[config.mk]
export PLATFORM = sky130hd
export DESIGN_NAME = lphm_hash
export DESIGN_NICKNAME = d
export VERILOG_FILES = /design/src/rtl/linear_probe_hash_map_assert.svh /design/src/rtl/lphm_pkg.sv /design/src/rtl/lphm_hash.sv
export SDC_FILE = /design/constraint.sdc
export NUM_CORES = 1
export LEC_CHECK = 0
export ABC_AREA = 1
export BUFFER_PORTS_ARGS = -buffer_cell sky130_fd_sc_hd__clkbuf_2
export CELL_PAD_IN_SITES_DETAIL_PLACEMENT = 0
export CELL_PAD_IN_SITES_GLOBAL_PLACEMENT = 1
export CORE_MARGIN = 8
export CORE_UTILIZATION = 51
export CTS_CLUSTER_DIAMETER = 40
export DETAILED_ROUTE_END_ITERATION = 8
export PLACE_DENSITY = 0.9
export SYNTH_ARGS = -nofsm -noshare
export SYNTH_HDL_FRONTEND = slang
export SYNTH_SLANG_ARGS = --single-unit
[constraint.sdc]
create_clock -name clock -period 9.77 [get_ports clock]
set_clock_uncertainty 0.2 [all_clocks]
set_input_delay 1.954 -clock clock [delete_from_list [all_inputs] [get_ports clock]]
set_output_delay 1.954 -clock clock [all_outputs]
set_load 0.02 [all_outputs]
[src/rtl/linear_probe_hash_map_assert.svh]
// ----------------------------------------------------------------------------
// Linear probe hash map assertion macros
// Shared property wrappers clocked on clock, disabled during reset.
// ----------------------------------------------------------------------------
`ifndef LINEAR_PROBE_HASH_MAP_ASSERT_SVH
`define LINEAR_PROBE_HASH_MAP_ASSERT_SVH

// same-cycle implication
`define LPHM_ASSERT_NOW(lbl, ante, cons, msg) \
   lbl: assert property (@(posedge clock) disable iff (reset) (ante) |-> (cons)) \
      else $error(msg);

// next-cycle implication
`define LPHM_ASSERT_NEXT(lbl, ante, cons, msg) \
   lbl: assert property (@(posedge clock) disable iff (reset) (ante) |=> (cons)) \
      else $error(msg);

`endif

[src/rtl/lphm_pkg.sv]
// ----------------------------------------------------------------------------
// Linear probe hash map package
// Request/response types, codes and shared helpers.
// ----------------------------------------------------------------------------
package lphm_pkg;

   localparam logic [1:0] MODE_ADD    = 2'd0;
   localparam logic [1:0] MODE_LOOKUP = 2'd1;
   localparam logic [1:0] MODE_DELETE = 2'd2;
   localparam logic [1:0] MODE_CLEAR  = 2'd3;

   localparam logic [1:0] ST_OK   = 2'd0;
   localparam logic [1:0] ST_MISS = 2'd1;
   localparam logic [1:0] ST_FULL = 2'd2;

   localparam logic CSR_KEY_BYTES   = 1'b0;
   localparam logic CSR_VALUE_BYTES = 1'b1;

   localparam logic [31:0] HASH_C_LO = 32'h7F4A7C15;
   localparam logic [31:0] HASH_C_HI = 32'h9E3779B9;
   localparam int HASH_DIGIT = 4;
   localparam int HASH_STEPS = 32 / HASH_DIGIT;

   typedef struct packed {
      logic [1:0]  mode;
      logic [31:0] key;
      logic [31:0] value;
   } req_type;

   typedef struct packed {
      logic [1:0]  status;
      logic [31:0] read_value;
      logic [9:0]  live_count;
   } rsp_type;

   typedef struct packed {
      logic flag_we;
      logic data_we;
      logic live;
      logic ever;
   } store_ctl_type;

   function automatic logic [31:0] byte_mask(logic [2:0] bytes, int limit_bits);
      int b;
      int bits;
      b = int'(bytes);
      if (b < 1) b = 1;
      if (b > 4) b = 4;
      bits = b * 8;
      if (bits > limit_bits) bits = limit_bits;
      if (bits >= 32) return 32'hFFFF_FFFF;
      return (32'd1 << bits) - 32'd1;
   endfunction

endpackage

[src/rtl/lphm_hash.sv]
// ----------------------------------------------------------------------------
// Linear probe hash map home slot unit
// Golden-ratio multiply hash, then reduction modulo SLOTS.
// ----------------------------------------------------------------------------
module lphm_hash #(
   parameter int SLOTS = 1024
) (
   input  logic                     clock,
   input  logic                     reset,
   input  logic                     start,
   input  logic [31:0]              key,
   output logic                     done,
   output logic [$clog2(SLOTS)-1:0] home
);

   localparam int IDX_W = $clog2(SLOTS);
   localparam bit POW2 = (SLOTS & (SLOTS - 1)) == 0;

   logic [63:0] prod_lo;
   logic [63:0] prod_hi;
   logic        v1_ff;
   logic [31:0] lo_ff;
   logic [31:0] hi_ff;
   logic        v2_ff;
   logic [31:0] sum_ff;

   assign prod_lo = 64'(key) * 64'(lphm_pkg::HASH_C_LO);
   assign prod_hi = 64'(key) * 64'(lphm_pkg::HASH_C_HI);

   always_ff @(posedge clock) begin
      if (reset) begin
         v1_ff <= 1'b0;
         v2_ff <= 1'b0;
      end else begin
         v1_ff <= start;
         v2_ff <= v1_ff;
      end
      lo_ff  <= prod_lo[63:32];
      hi_ff  <= prod_hi[31:0];
      sum_ff <= lo_ff + hi_ff;
   end

   generate
      if (POW2) begin : g_mask
         assign done = v2_ff;
         assign home = sum_ff[IDX_W-1:0];
      end else begin : g_mod
         localparam int REM_W = IDX_W + 1;
         localparam int STEP_W = $clog2(lphm_pkg::HASH_STEPS);
         logic              run_ff;
         logic              done_ff;
         logic [STEP_W-1:0] step_ff;
         logic [REM_W-1:0]  rem_ff;
         logic [REM_W-1:0]  rem_in;
         logic [31:0]       src_ff;

         always_comb begin
            rem_in = rem_ff;
            for (int i = 0; i < lphm_pkg::HASH_DIGIT; i++) begin
               rem_in = {rem_in[REM_W-2:0], src_ff[31-i]};
               if (rem_in >= REM_W'(SLOTS)) rem_in = rem_in - REM_W'(SLOTS);
            end
         end

         always_ff @(posedge clock) begin
            if (reset) begin
               run_ff  <= 1'b0;
               done_ff <= 1'b0;
               step_ff <= '0;
            end else begin
               done_ff <= 1'b0;
               if (v2_ff) begin
                  run_ff  <= 1'b1;
                  step_ff <= '0;
               end else if (run_ff) begin
                  step_ff <= step_ff + 1'b1;
                  if (step_ff == STEP_W'(lphm_pkg::HASH_STEPS - 1)) begin
                     run_ff  <= 1'b0;
                     done_ff <= 1'b1;
                  end
               end
            end
            if (v2_ff) begin
               rem_ff <= '0;
               src_ff <= sum_ff;
            end else if (run_ff) begin
               rem_ff <= rem_in;
               src_ff <= src_ff << lphm_pkg::HASH_DIGIT;
            end
         end

         assign done = done_ff;
         assign home = rem_ff[IDX_W-1:0];
      end
   endgenerate

endmodule

==> qor.yml, run 1 <==
routing:
  detailedRoute.firstPassIterationCount: 5
  post-route-drc-count: 0
  dr_total_vias: 10100
  drt-vias-per-instance: 5.13
  first_iter_violations: 602
  drt_wl_total_um: 37600
  ant_nets: 0
  wire_per_inst_um: 19.2
setup_path:
  r2r_setup_slack_ps: 7670
  endpoint_kind: "flop"
  crit_path_max_fanout: 6
  max_stage_delay_ps: 620
  path_delay_family: "adder cells"
  timing.critical_path.from_type: "input port"
  most_frequent_cell_on_critical_path: "sky130_fd_sc_hd__inv_1"
  critPathSlowestCell: "sky130_fd_sc_hd__fa_1"
  path_class: "input port to flop"
  required_ps: 9720
  arrival_ps: 8150
  cp_num_buf_inv: 10
global_routing:
  overflow: 0
  grt_antenna_before_repair: 0
  global_route.usage.total: 0.237
  first_global_vias: 11100
  grt_start_max_net_pins: 14
  first_pass_grt_wire_length_um: 59500
logic_synthesis:
  synthDistinctLibCells: 34
  synth_warnings: 0
  yosys_register_bits: 32
  synth_cells: 1561
  netlist.area_leader.share: 0.411
  synth.cell_area_um2: 14100
  yosys-top-cells-area: "sky130_fd_sc_hd__fa_1 41%, sky130_fd_sc_hd__ha_1 25%, sky130_fd_sc_hd__inv_1 14%"
  synth_nets: 2165
  synth_area_per_cell_um2: 9.02
  synth_largest_area_cell: "sky130_fd_sc_hd__fa_1"
  synth-seq-area-share: 0.0455
floorplan:
  rows: 61
  core_um2: 27500
  fp.dieW_um: 182
  floorplan.io_pins: 46
  start_util: 0.512
  dieArea_um2: 33200
  fp.dieH_um: 182
status:
  status: "finished, final reports clean"
cts:
  cts_tree: "built"
  clkSlewWorstSetupHoldPaths_ps: 60
  cts_hold_repair.buffers: 0
  cts.root.buffer_cell: "sky130_fd_sc_hd__clkbuf_16"
  clk_latency_ps: 280
  post_cts_resize_count: 0
  htree_num_levels: 2
  max-clock-path-buffers: 2
  post_cts.repair.setup_buffers: 0
  numClockSinks: 32
  number_of_buffers_added_by_the_clock_tree_synthesis_step: 5
timing:
  max_clock_freq_ghz: 0.122
  slew_violations: 0
  rsz0062_at_grt: "false"
  max_slew.worst_pin.slew_ps: 454
  finalCritPeriodShare: 0.839
  timing.final.setup_violations: 0
  slew-limit-headroom: 0.697
  hold_violations: 0
  totalNegativeSetupSlack_ps: 0
  period_minus_slack_ps: 8200
flow_run:
  max-cap-violations: 0
placement:
  dp_hpwl_um: 35100
  gp_routability_congestion: 0.978
  portBuffers: 45
final_layout:
  drive_above_1_share: 0.0483
  antenna-diode-count: 0
  synthToLayoutAreaGrowth_pct: 5.87
  nets: 2217
worst_hold_path:
  min_path_type: "flop to flop"
## cell usage after synthesis
cell                          n
sky130_fd_sc_hd__a21oi_2      1
sky130_fd_sc_hd__a31oi_1      5
sky130_fd_sc_hd__o21bai_1     4
sky130_fd_sc_hd__nor4_1       3
sky130_fd_sc_hd__nor3_1       3
sky130_fd_sc_hd__nor2_1      54
sky130_fd_sc_hd__nand3_1     28
sky130_fd_sc_hd__xnor2_1     16
sky130_fd_sc_hd__o211ai_1     1
sky130_fd_sc_hd__dfxtp_1     32
sky130_fd_sc_hd__nor4_2       1
sky130_fd_sc_hd__a21o_2       1
sky130_fd_sc_hd__o21ai_2      1
sky130_fd_sc_hd__a21oi_1     52
sky130_fd_sc_hd__nor4_4       1
sky130_fd_sc_hd__and2_1       3
sky130_fd_sc_hd__a21boi_0     1
sky130_fd_sc_hd__a21o_1       9
sky130_fd_sc_hd__nand2_2      7
sky130_fd_sc_hd__nand4_1      5
sky130_fd_sc_hd__nor2_2      10
sky130_fd_sc_hd__nand3b_1     2
sky130_fd_sc_hd__and3_1       1
sky130_fd_sc_hd__o2111ai_1    2
sky130_fd_sc_hd__inv_1      529
sky130_fd_sc_hd__o21ai_0     26
sky130_fd_sc_hd__nand2_1    164
sky130_fd_sc_hd__fa_1       289
sky130_fd_sc_hd__inv_2        2
sky130_fd_sc_hd__ha_1       280
sky130_fd_sc_hd__xor2_1      21
sky130_fd_sc_hd__o21ai_1      4
sky130_fd_sc_hd__a211oi_1     2
sky130_fd_sc_hd__nor3_2       1
## worst reg2reg max path, cell delays in order (launching register included)
cell and delay, ps:
sky130_fd_sc_hd__dfxtp_1 310, sky130_fd_sc_hd__ha_1 160, sky130_fd_sc_hd__inv_1 80, sky130_fd_sc_hd__fa_1 410, sky130_fd_sc_hd__o21ai_1 230, sky130_fd_sc_hd__nand2_1 70
sky130_fd_sc_hd__nand2_1 70, sky130_fd_sc_hd__a21oi_1 80, sky130_fd_sc_hd__o21ai_1 190, sky130_fd_sc_hd__a21oi_1 90, sky130_fd_sc_hd__nand2_1 60, sky130_fd_sc_hd__nand2_1 50
## worst paths after layout
| check | startpoint | to | cells after the start |
|---|---|---|---|
| max reg2reg | lo_ff[0] | sum_ff[8] | 11 |
| min reg2reg | v1_ff | done | 2 |
| max | key[11] | lo_ff[5] | 25 |
| min | v1_ff | done | 2 |
## area by class of cell
cell class,instances,area (um2)
Inverter,531,1990
Fill cell,2529,12600
Tap cell,346,433
Clock inverter,3,42.5
Multi-Input combinational cell,998,11400
Sequential cell,32,641
Timing Repair Buffer,45,225
Clock buffer,5,125
## layout by cell type (no fill, tap or decap), types with 2 or more instances in the layout
cell type                     n
sky130_fd_sc_hd__a21oi_1     52
sky130_fd_sc_hd__clkbuf_2    45
sky130_fd_sc_hd__xnor2_1     16
sky130_fd_sc_hd__nand3_1     28
sky130_fd_sc_hd__nor3_1       3
sky130_fd_sc_hd__nor2_2      10
sky130_fd_sc_hd__ha_1       280
sky130_fd_sc_hd__a21o_1       9
sky130_fd_sc_hd__o21ai_1      4
sky130_fd_sc_hd__o21ai_0     26
sky130_fd_sc_hd__o21bai_1     4
sky130_fd_sc_hd__nand3b_1     2
sky130_fd_sc_hd__nand2_2      7
sky130_fd_sc_hd__nand2_1    164
sky130_fd_sc_hd__dfxtp_1     32
sky130_fd_sc_hd__nand4_1      5
sky130_fd_sc_hd__o2111ai_1    2
sky130_fd_sc_hd__nor2_1      54
sky130_fd_sc_hd__xor2_1      21
sky130_fd_sc_hd__nor4_1       3
sky130_fd_sc_hd__inv_1      529
sky130_fd_sc_hd__clkbuf_16    5
sky130_fd_sc_hd__and2_1       3
sky130_fd_sc_hd__fa_1       289
sky130_fd_sc_hd__a31oi_1      5
sky130_fd_sc_hd__a211oi_1     2
sky130_fd_sc_hd__inv_2        2
## kinds of logic (layout without fill, tap and decap cells)
logic type      count (synthesis)  after routing  share of synthesized area
flops                          32             32                     0.0455
buf+inv                       531            584                      0.142
compound gates                109            109                     0.0436
xor+xnor                       37             37                     0.0230
fa+ha+maj                     569            569                      0.660
simple gates                  283            283                     0.0862
## sequential cells by signal, indices dropped and copies added (netlist names)
signal,cells
done,1
hi_ff,10
lo_ff,10
sum_ff,10
v1_ff,1
## metrics by stage
| stage | setup WS, ps | utilization | instance area (um2) | cells | hold slack, ps |
|---|---|---|---|---|---|
| 2_1_floorplan | 2200 | - | 14100 | 1561 | 188 |
| 3_3_place_gp | 1330 | 0.536 | 14700 | 1952 | 200 |
| 3_5_place_dp | 1310 | 0.536 | 14700 | 1952 | 208 |
| 4_1_cts | 1590 | 0.542 | 14900 | 1960 | 217 |
| 5_1_grt | 1190 | 0.542 | 14900 | 1960 | 246 |
| 6_report | 1570 | 0.542 | 14900 | 1960 | 213 |
## layer usage
layer	vias up	track usage	wire [um]
li1	4738	-	-
met1	4890	0.304	15300
met2	349	0.393	17800
met3	74	0.0459	2920
met4	0	0.0869	1530
met5	-	0	0
Power of run 1 is not shown: default switching activity piles up to over one toggle a cycle in this logic, so the estimate is an artifact.
==> run 2, diff against run 1 <==
ABC_AREA = 0   (was 1)
CORE_UTILIZATION = 48   (was 51)
PLACE_DENSITY = 0.88   (was 0.9)
clock period = 7.5 ns   (was 9.77 ns; I/O delays follow)
==> run 2 against run 1 <==
Effect of this change: the flow now finishes with violations (negative setup slack); area after synthesis fell by 7.3%; critical endpoint is now lo_ff[9]; critical path depth fell by 1; via count fell by 10%; synthesized cell count fell by 19%; count of clock-buffer cells in the layout did not move; largest cell class unchanged; highest routed layer unchanged; worst hold slack improved by 37 ps.
==> qor.yml, run 2 <==
routing:
  detailedRoute.firstPassIterationCount: 7  # +2
  drt-vias-per-instance: 4.92  # -4.0%
  dr_total_vias: 9030  # -10%
  wire_per_inst_um: 19.1  # -0.66%
  first_iter_violations: 428  # -29%
  post-route-drc-count: 0  # unchanged
  ant_nets: 0  # unchanged
  drt_wl_total_um: 34900  # -7.1%
global_routing:
  grt_start_max_net_pins: 12  # -2
  grt_antenna_before_repair: 0  # unchanged
  first_global_vias: 10100  # -8.5%
  global_route.usage.total: 0.220  # -0.0170
  overflow: 0  # unchanged
  first_pass_grt_wire_length_um: 55300  # -7.1%
setup_path:
  required_ps: 7460  # -2260 ps
  path_class: "input port to flop"
  timing.critical_path.from_type: "input port"
  arrival_ps: 7620  # -530 ps
  critPathLaunch: "key[6]"
  reg2reg_from: "lo_ff[1]"
  crit_path_max_fanout: 4  # -2
  endpoint_kind: "flop"
placement:
  portBuffers: 45  # unchanged
  placedCellCount: 1815  # -7.0%
  gp_routability_congestion: 1.03  # +5.1%
  dp_hpwl_um: 32300  # -7.9%
worst_hold_path:
  min_path_type: "flop to flop"
  timing.hold.worst.start: "v1_ff"
floorplan:
  fp.dieH_um: 181  # -0.71%
  dieArea_um2: 32700  # -1.4%
  floorplan.io_pins: 46  # unchanged
  start_util: 0.487  # -0.0256
  core_um2: 26800  # -2.5%
  fp.dieW_um: 181  # -0.71%
  rows: 60  # -1.6%
logic_synthesis:
  synth_area_per_cell_um2: 10.3  # +14%
  yosysMostFrequentCell: "sky130_fd_sc_hd__inv_1"
  synth_warnings: 0  # unchanged
  synth.cell_area_um2: 13000  # -7.3%
  ys_async_sr_fraction: 0  # unchanged
  synth_largest_area_cell: "sky130_fd_sc_hd__fa_1"
  synth-seq-area-share: 0.0491  # +0.00361
  synth_top_cells_by_count: "474 x sky130_fd_sc_hd__inv_1, 289 x sky130_fd_sc_hd__fa_1, 280 x sky130_fd_sc_hd__ha_1"
  synth_enable_flop_cells: 0  # unchanged
  synth_cells: 1266  # -19%
  synth_nets: 1870  # -14%
  netlist.area_leader.share: 0.444  # +0.0326
  yosys-top-cells-area: "sky130_fd_sc_hd__fa_1 44%, sky130_fd_sc_hd__ha_1 27%, sky130_fd_sc_hd__inv_1 14%"
  synth_flop_cell: "sky130_fd_sc_hd__dfxtp_1"
  synthDistinctLibCells: 44  # +29%
  yosys_register_bits: 32  # unchanged
final_layout:
  n_fill_cell: 2263  # -11%
  synthToLayoutAreaGrowth_pct: 20.9
  mostFrequentLayoutCell: "sky130_fd_sc_hd__inv_1"
  layout.cells.non_filler: 1834  # -6.4%
  mostFrequentLayoutCells: "453 x sky130_fd_sc_hd__inv_1, 271 x sky130_fd_sc_hd__fa_1, 262 x sky130_fd_sc_hd__ha_1"
  largestRegisters: "hi_ff: 10 flops, lo_ff: 10 flops, sum_ff: 10 flops"
  nets: 2096  # -5.5%
  antenna-diode-count: 0  # unchanged
  drive_above_1_share: 0.214  # +0.165
  final_util: 0.588  # +0.0461
timing:
  timing.final.setup_violations: 6  # +6
  slew_violations: 0  # unchanged
  max_slew.worst_pin.slew_ps: 363  # -91.6 ps
  totalNegativeSetupSlack_ps: -687  # -687 ps
  whs_ps: 250  # +36.9 ps
  period_minus_slack_ps: 7660
  final.setup.worst_slack_ps: -159  # -1730 ps
  finalCritPeriodShare: 1.02
  hold_violations: 0  # unchanged
  rsz0062_at_grt: "true"
  max_clock_freq_ghz: 0.131
  slew-limit-headroom: 0.758  # +0.0605
flow_run:
  max-cap-violations: 0  # unchanged
cts:
  cts_tree: "built"
  clk_latency_ps: 270  # about the same
  clkSlewWorstSetupHoldPaths_ps: 50  # about the same
  htree_num_levels: 2  # unchanged
  max-clock-path-buffers: 2  # unchanged
  numClockSinks: 32  # unchanged
  cts_hold_repair.buffers: 0  # unchanged
  number_of_buffers_added_by_the_clock_tree_synthesis_step: 5  # unchanged
  cts.root.buffer_cell: "sky130_fd_sc_hd__clkbuf_16"
status:
  status: "finished with violations"
  violations: "negative setup slack"
==> run 2: worst max-delay path: stages <==
cell	delay, ps
sky130_fd_sc_hd__clkbuf_4	150
sky130_fd_sc_hd__buf_12	140
sky130_fd_sc_hd__buf_4	150
sky130_fd_sc_hd__ha_4	260
sky130_fd_sc_hd__inv_1	50
sky130_fd_sc_hd__fa_2	520
sky130_fd_sc_hd__inv_1	60
sky130_fd_sc_hd__fa_2	600
sky130_fd_sc_hd__fa_1	470
sky130_fd_sc_hd__fa_2	570
sky130_fd_sc_hd__fa_2	440
sky130_fd_sc_hd__fa_1	490
sky130_fd_sc_hd__inv_1	50
sky130_fd_sc_hd__fa_1	490
sky130_fd_sc_hd__inv_2	50
sky130_fd_sc_hd__ha_4	280
sky130_fd_sc_hd__nand3_4	80
sky130_fd_sc_hd__nor4_4	220
sky130_fd_sc_hd__o2111ai_2	150
sky130_fd_sc_hd__a21o_1	220
sky130_fd_sc_hd__a31oi_4	260
sky130_fd_sc_hd__a21oi_4	100
sky130_fd_sc_hd__o31ai_4	220
sky130_fd_sc_hd__xnor2_1	90
==> run 2: area by class of cell <==
| class | instances | area [um2] | area share |
|---|---|---|---|
| repair buffers | 220 | 1690 | 0.107 |
| multi-input cells | 758 | 11100 | 0.701 |
| well taps | 341 | 427 | 0.0271 |
| inverters | 475 | 1790 | 0.113 |
| clock buffers | 5 | 125 | 0.00793 |
| clock inverters | 3 | 42.5 | 0.00270 |
| flip-flops and latches | 32 | 641 | 0.0406 |
==> run 2: cell families after synthesis <==
group,Yosys count,synth area share
DFF,32,0.0491
xor gates and xnor gates,55,0.0369
and+or+nand+nor,59,0.0231
AOI/OAI and AO/OA,74,0.0403
adders and majority gates,569,0.712
buffers and inverters,476,0.137
muxes,1,0.000863
==> run 2: path summary, 6_finish.rpt <==
path	endpoint	depth (start not counted)	slack (ps)
hold / removal	done	1	250
setup reg to reg	sum_ff[9]	9	5280
hold reg to reg	done	1	250
setup / recovery	lo_ff[9]	24	-160
==> run 2: per-layer routing <==
metal / GRT usage / vias up / share of wire
met3: 0.0335 / 48 / 0.057
met1: 0.303 / 4523 / 0.45
met2: 0.362 / 240 / 0.47
li1: - / 4219 / -
met4: 0.0446 / 0 / 0.021
met5: 0 / - / 0
==> run 2: per-stage QoR <==
stage	cell area (um2)	worst slack, ps
2_1_floorplan	13100	6.83
6_report	15800	-159
4_1_cts	15500	-146
3_5_place_dp	15000	-635
5_1_grt	15800	-336
3_3_place_gp	15000	-587
==> run 2: repair_timing <==
action,4_1_cts,5_1_grt
resized for setup,57,52
endpoints found under the setup margin,10,10
pin swaps,12,19
setup buffers,4,7
Power of run 2 is left out for the same reason.
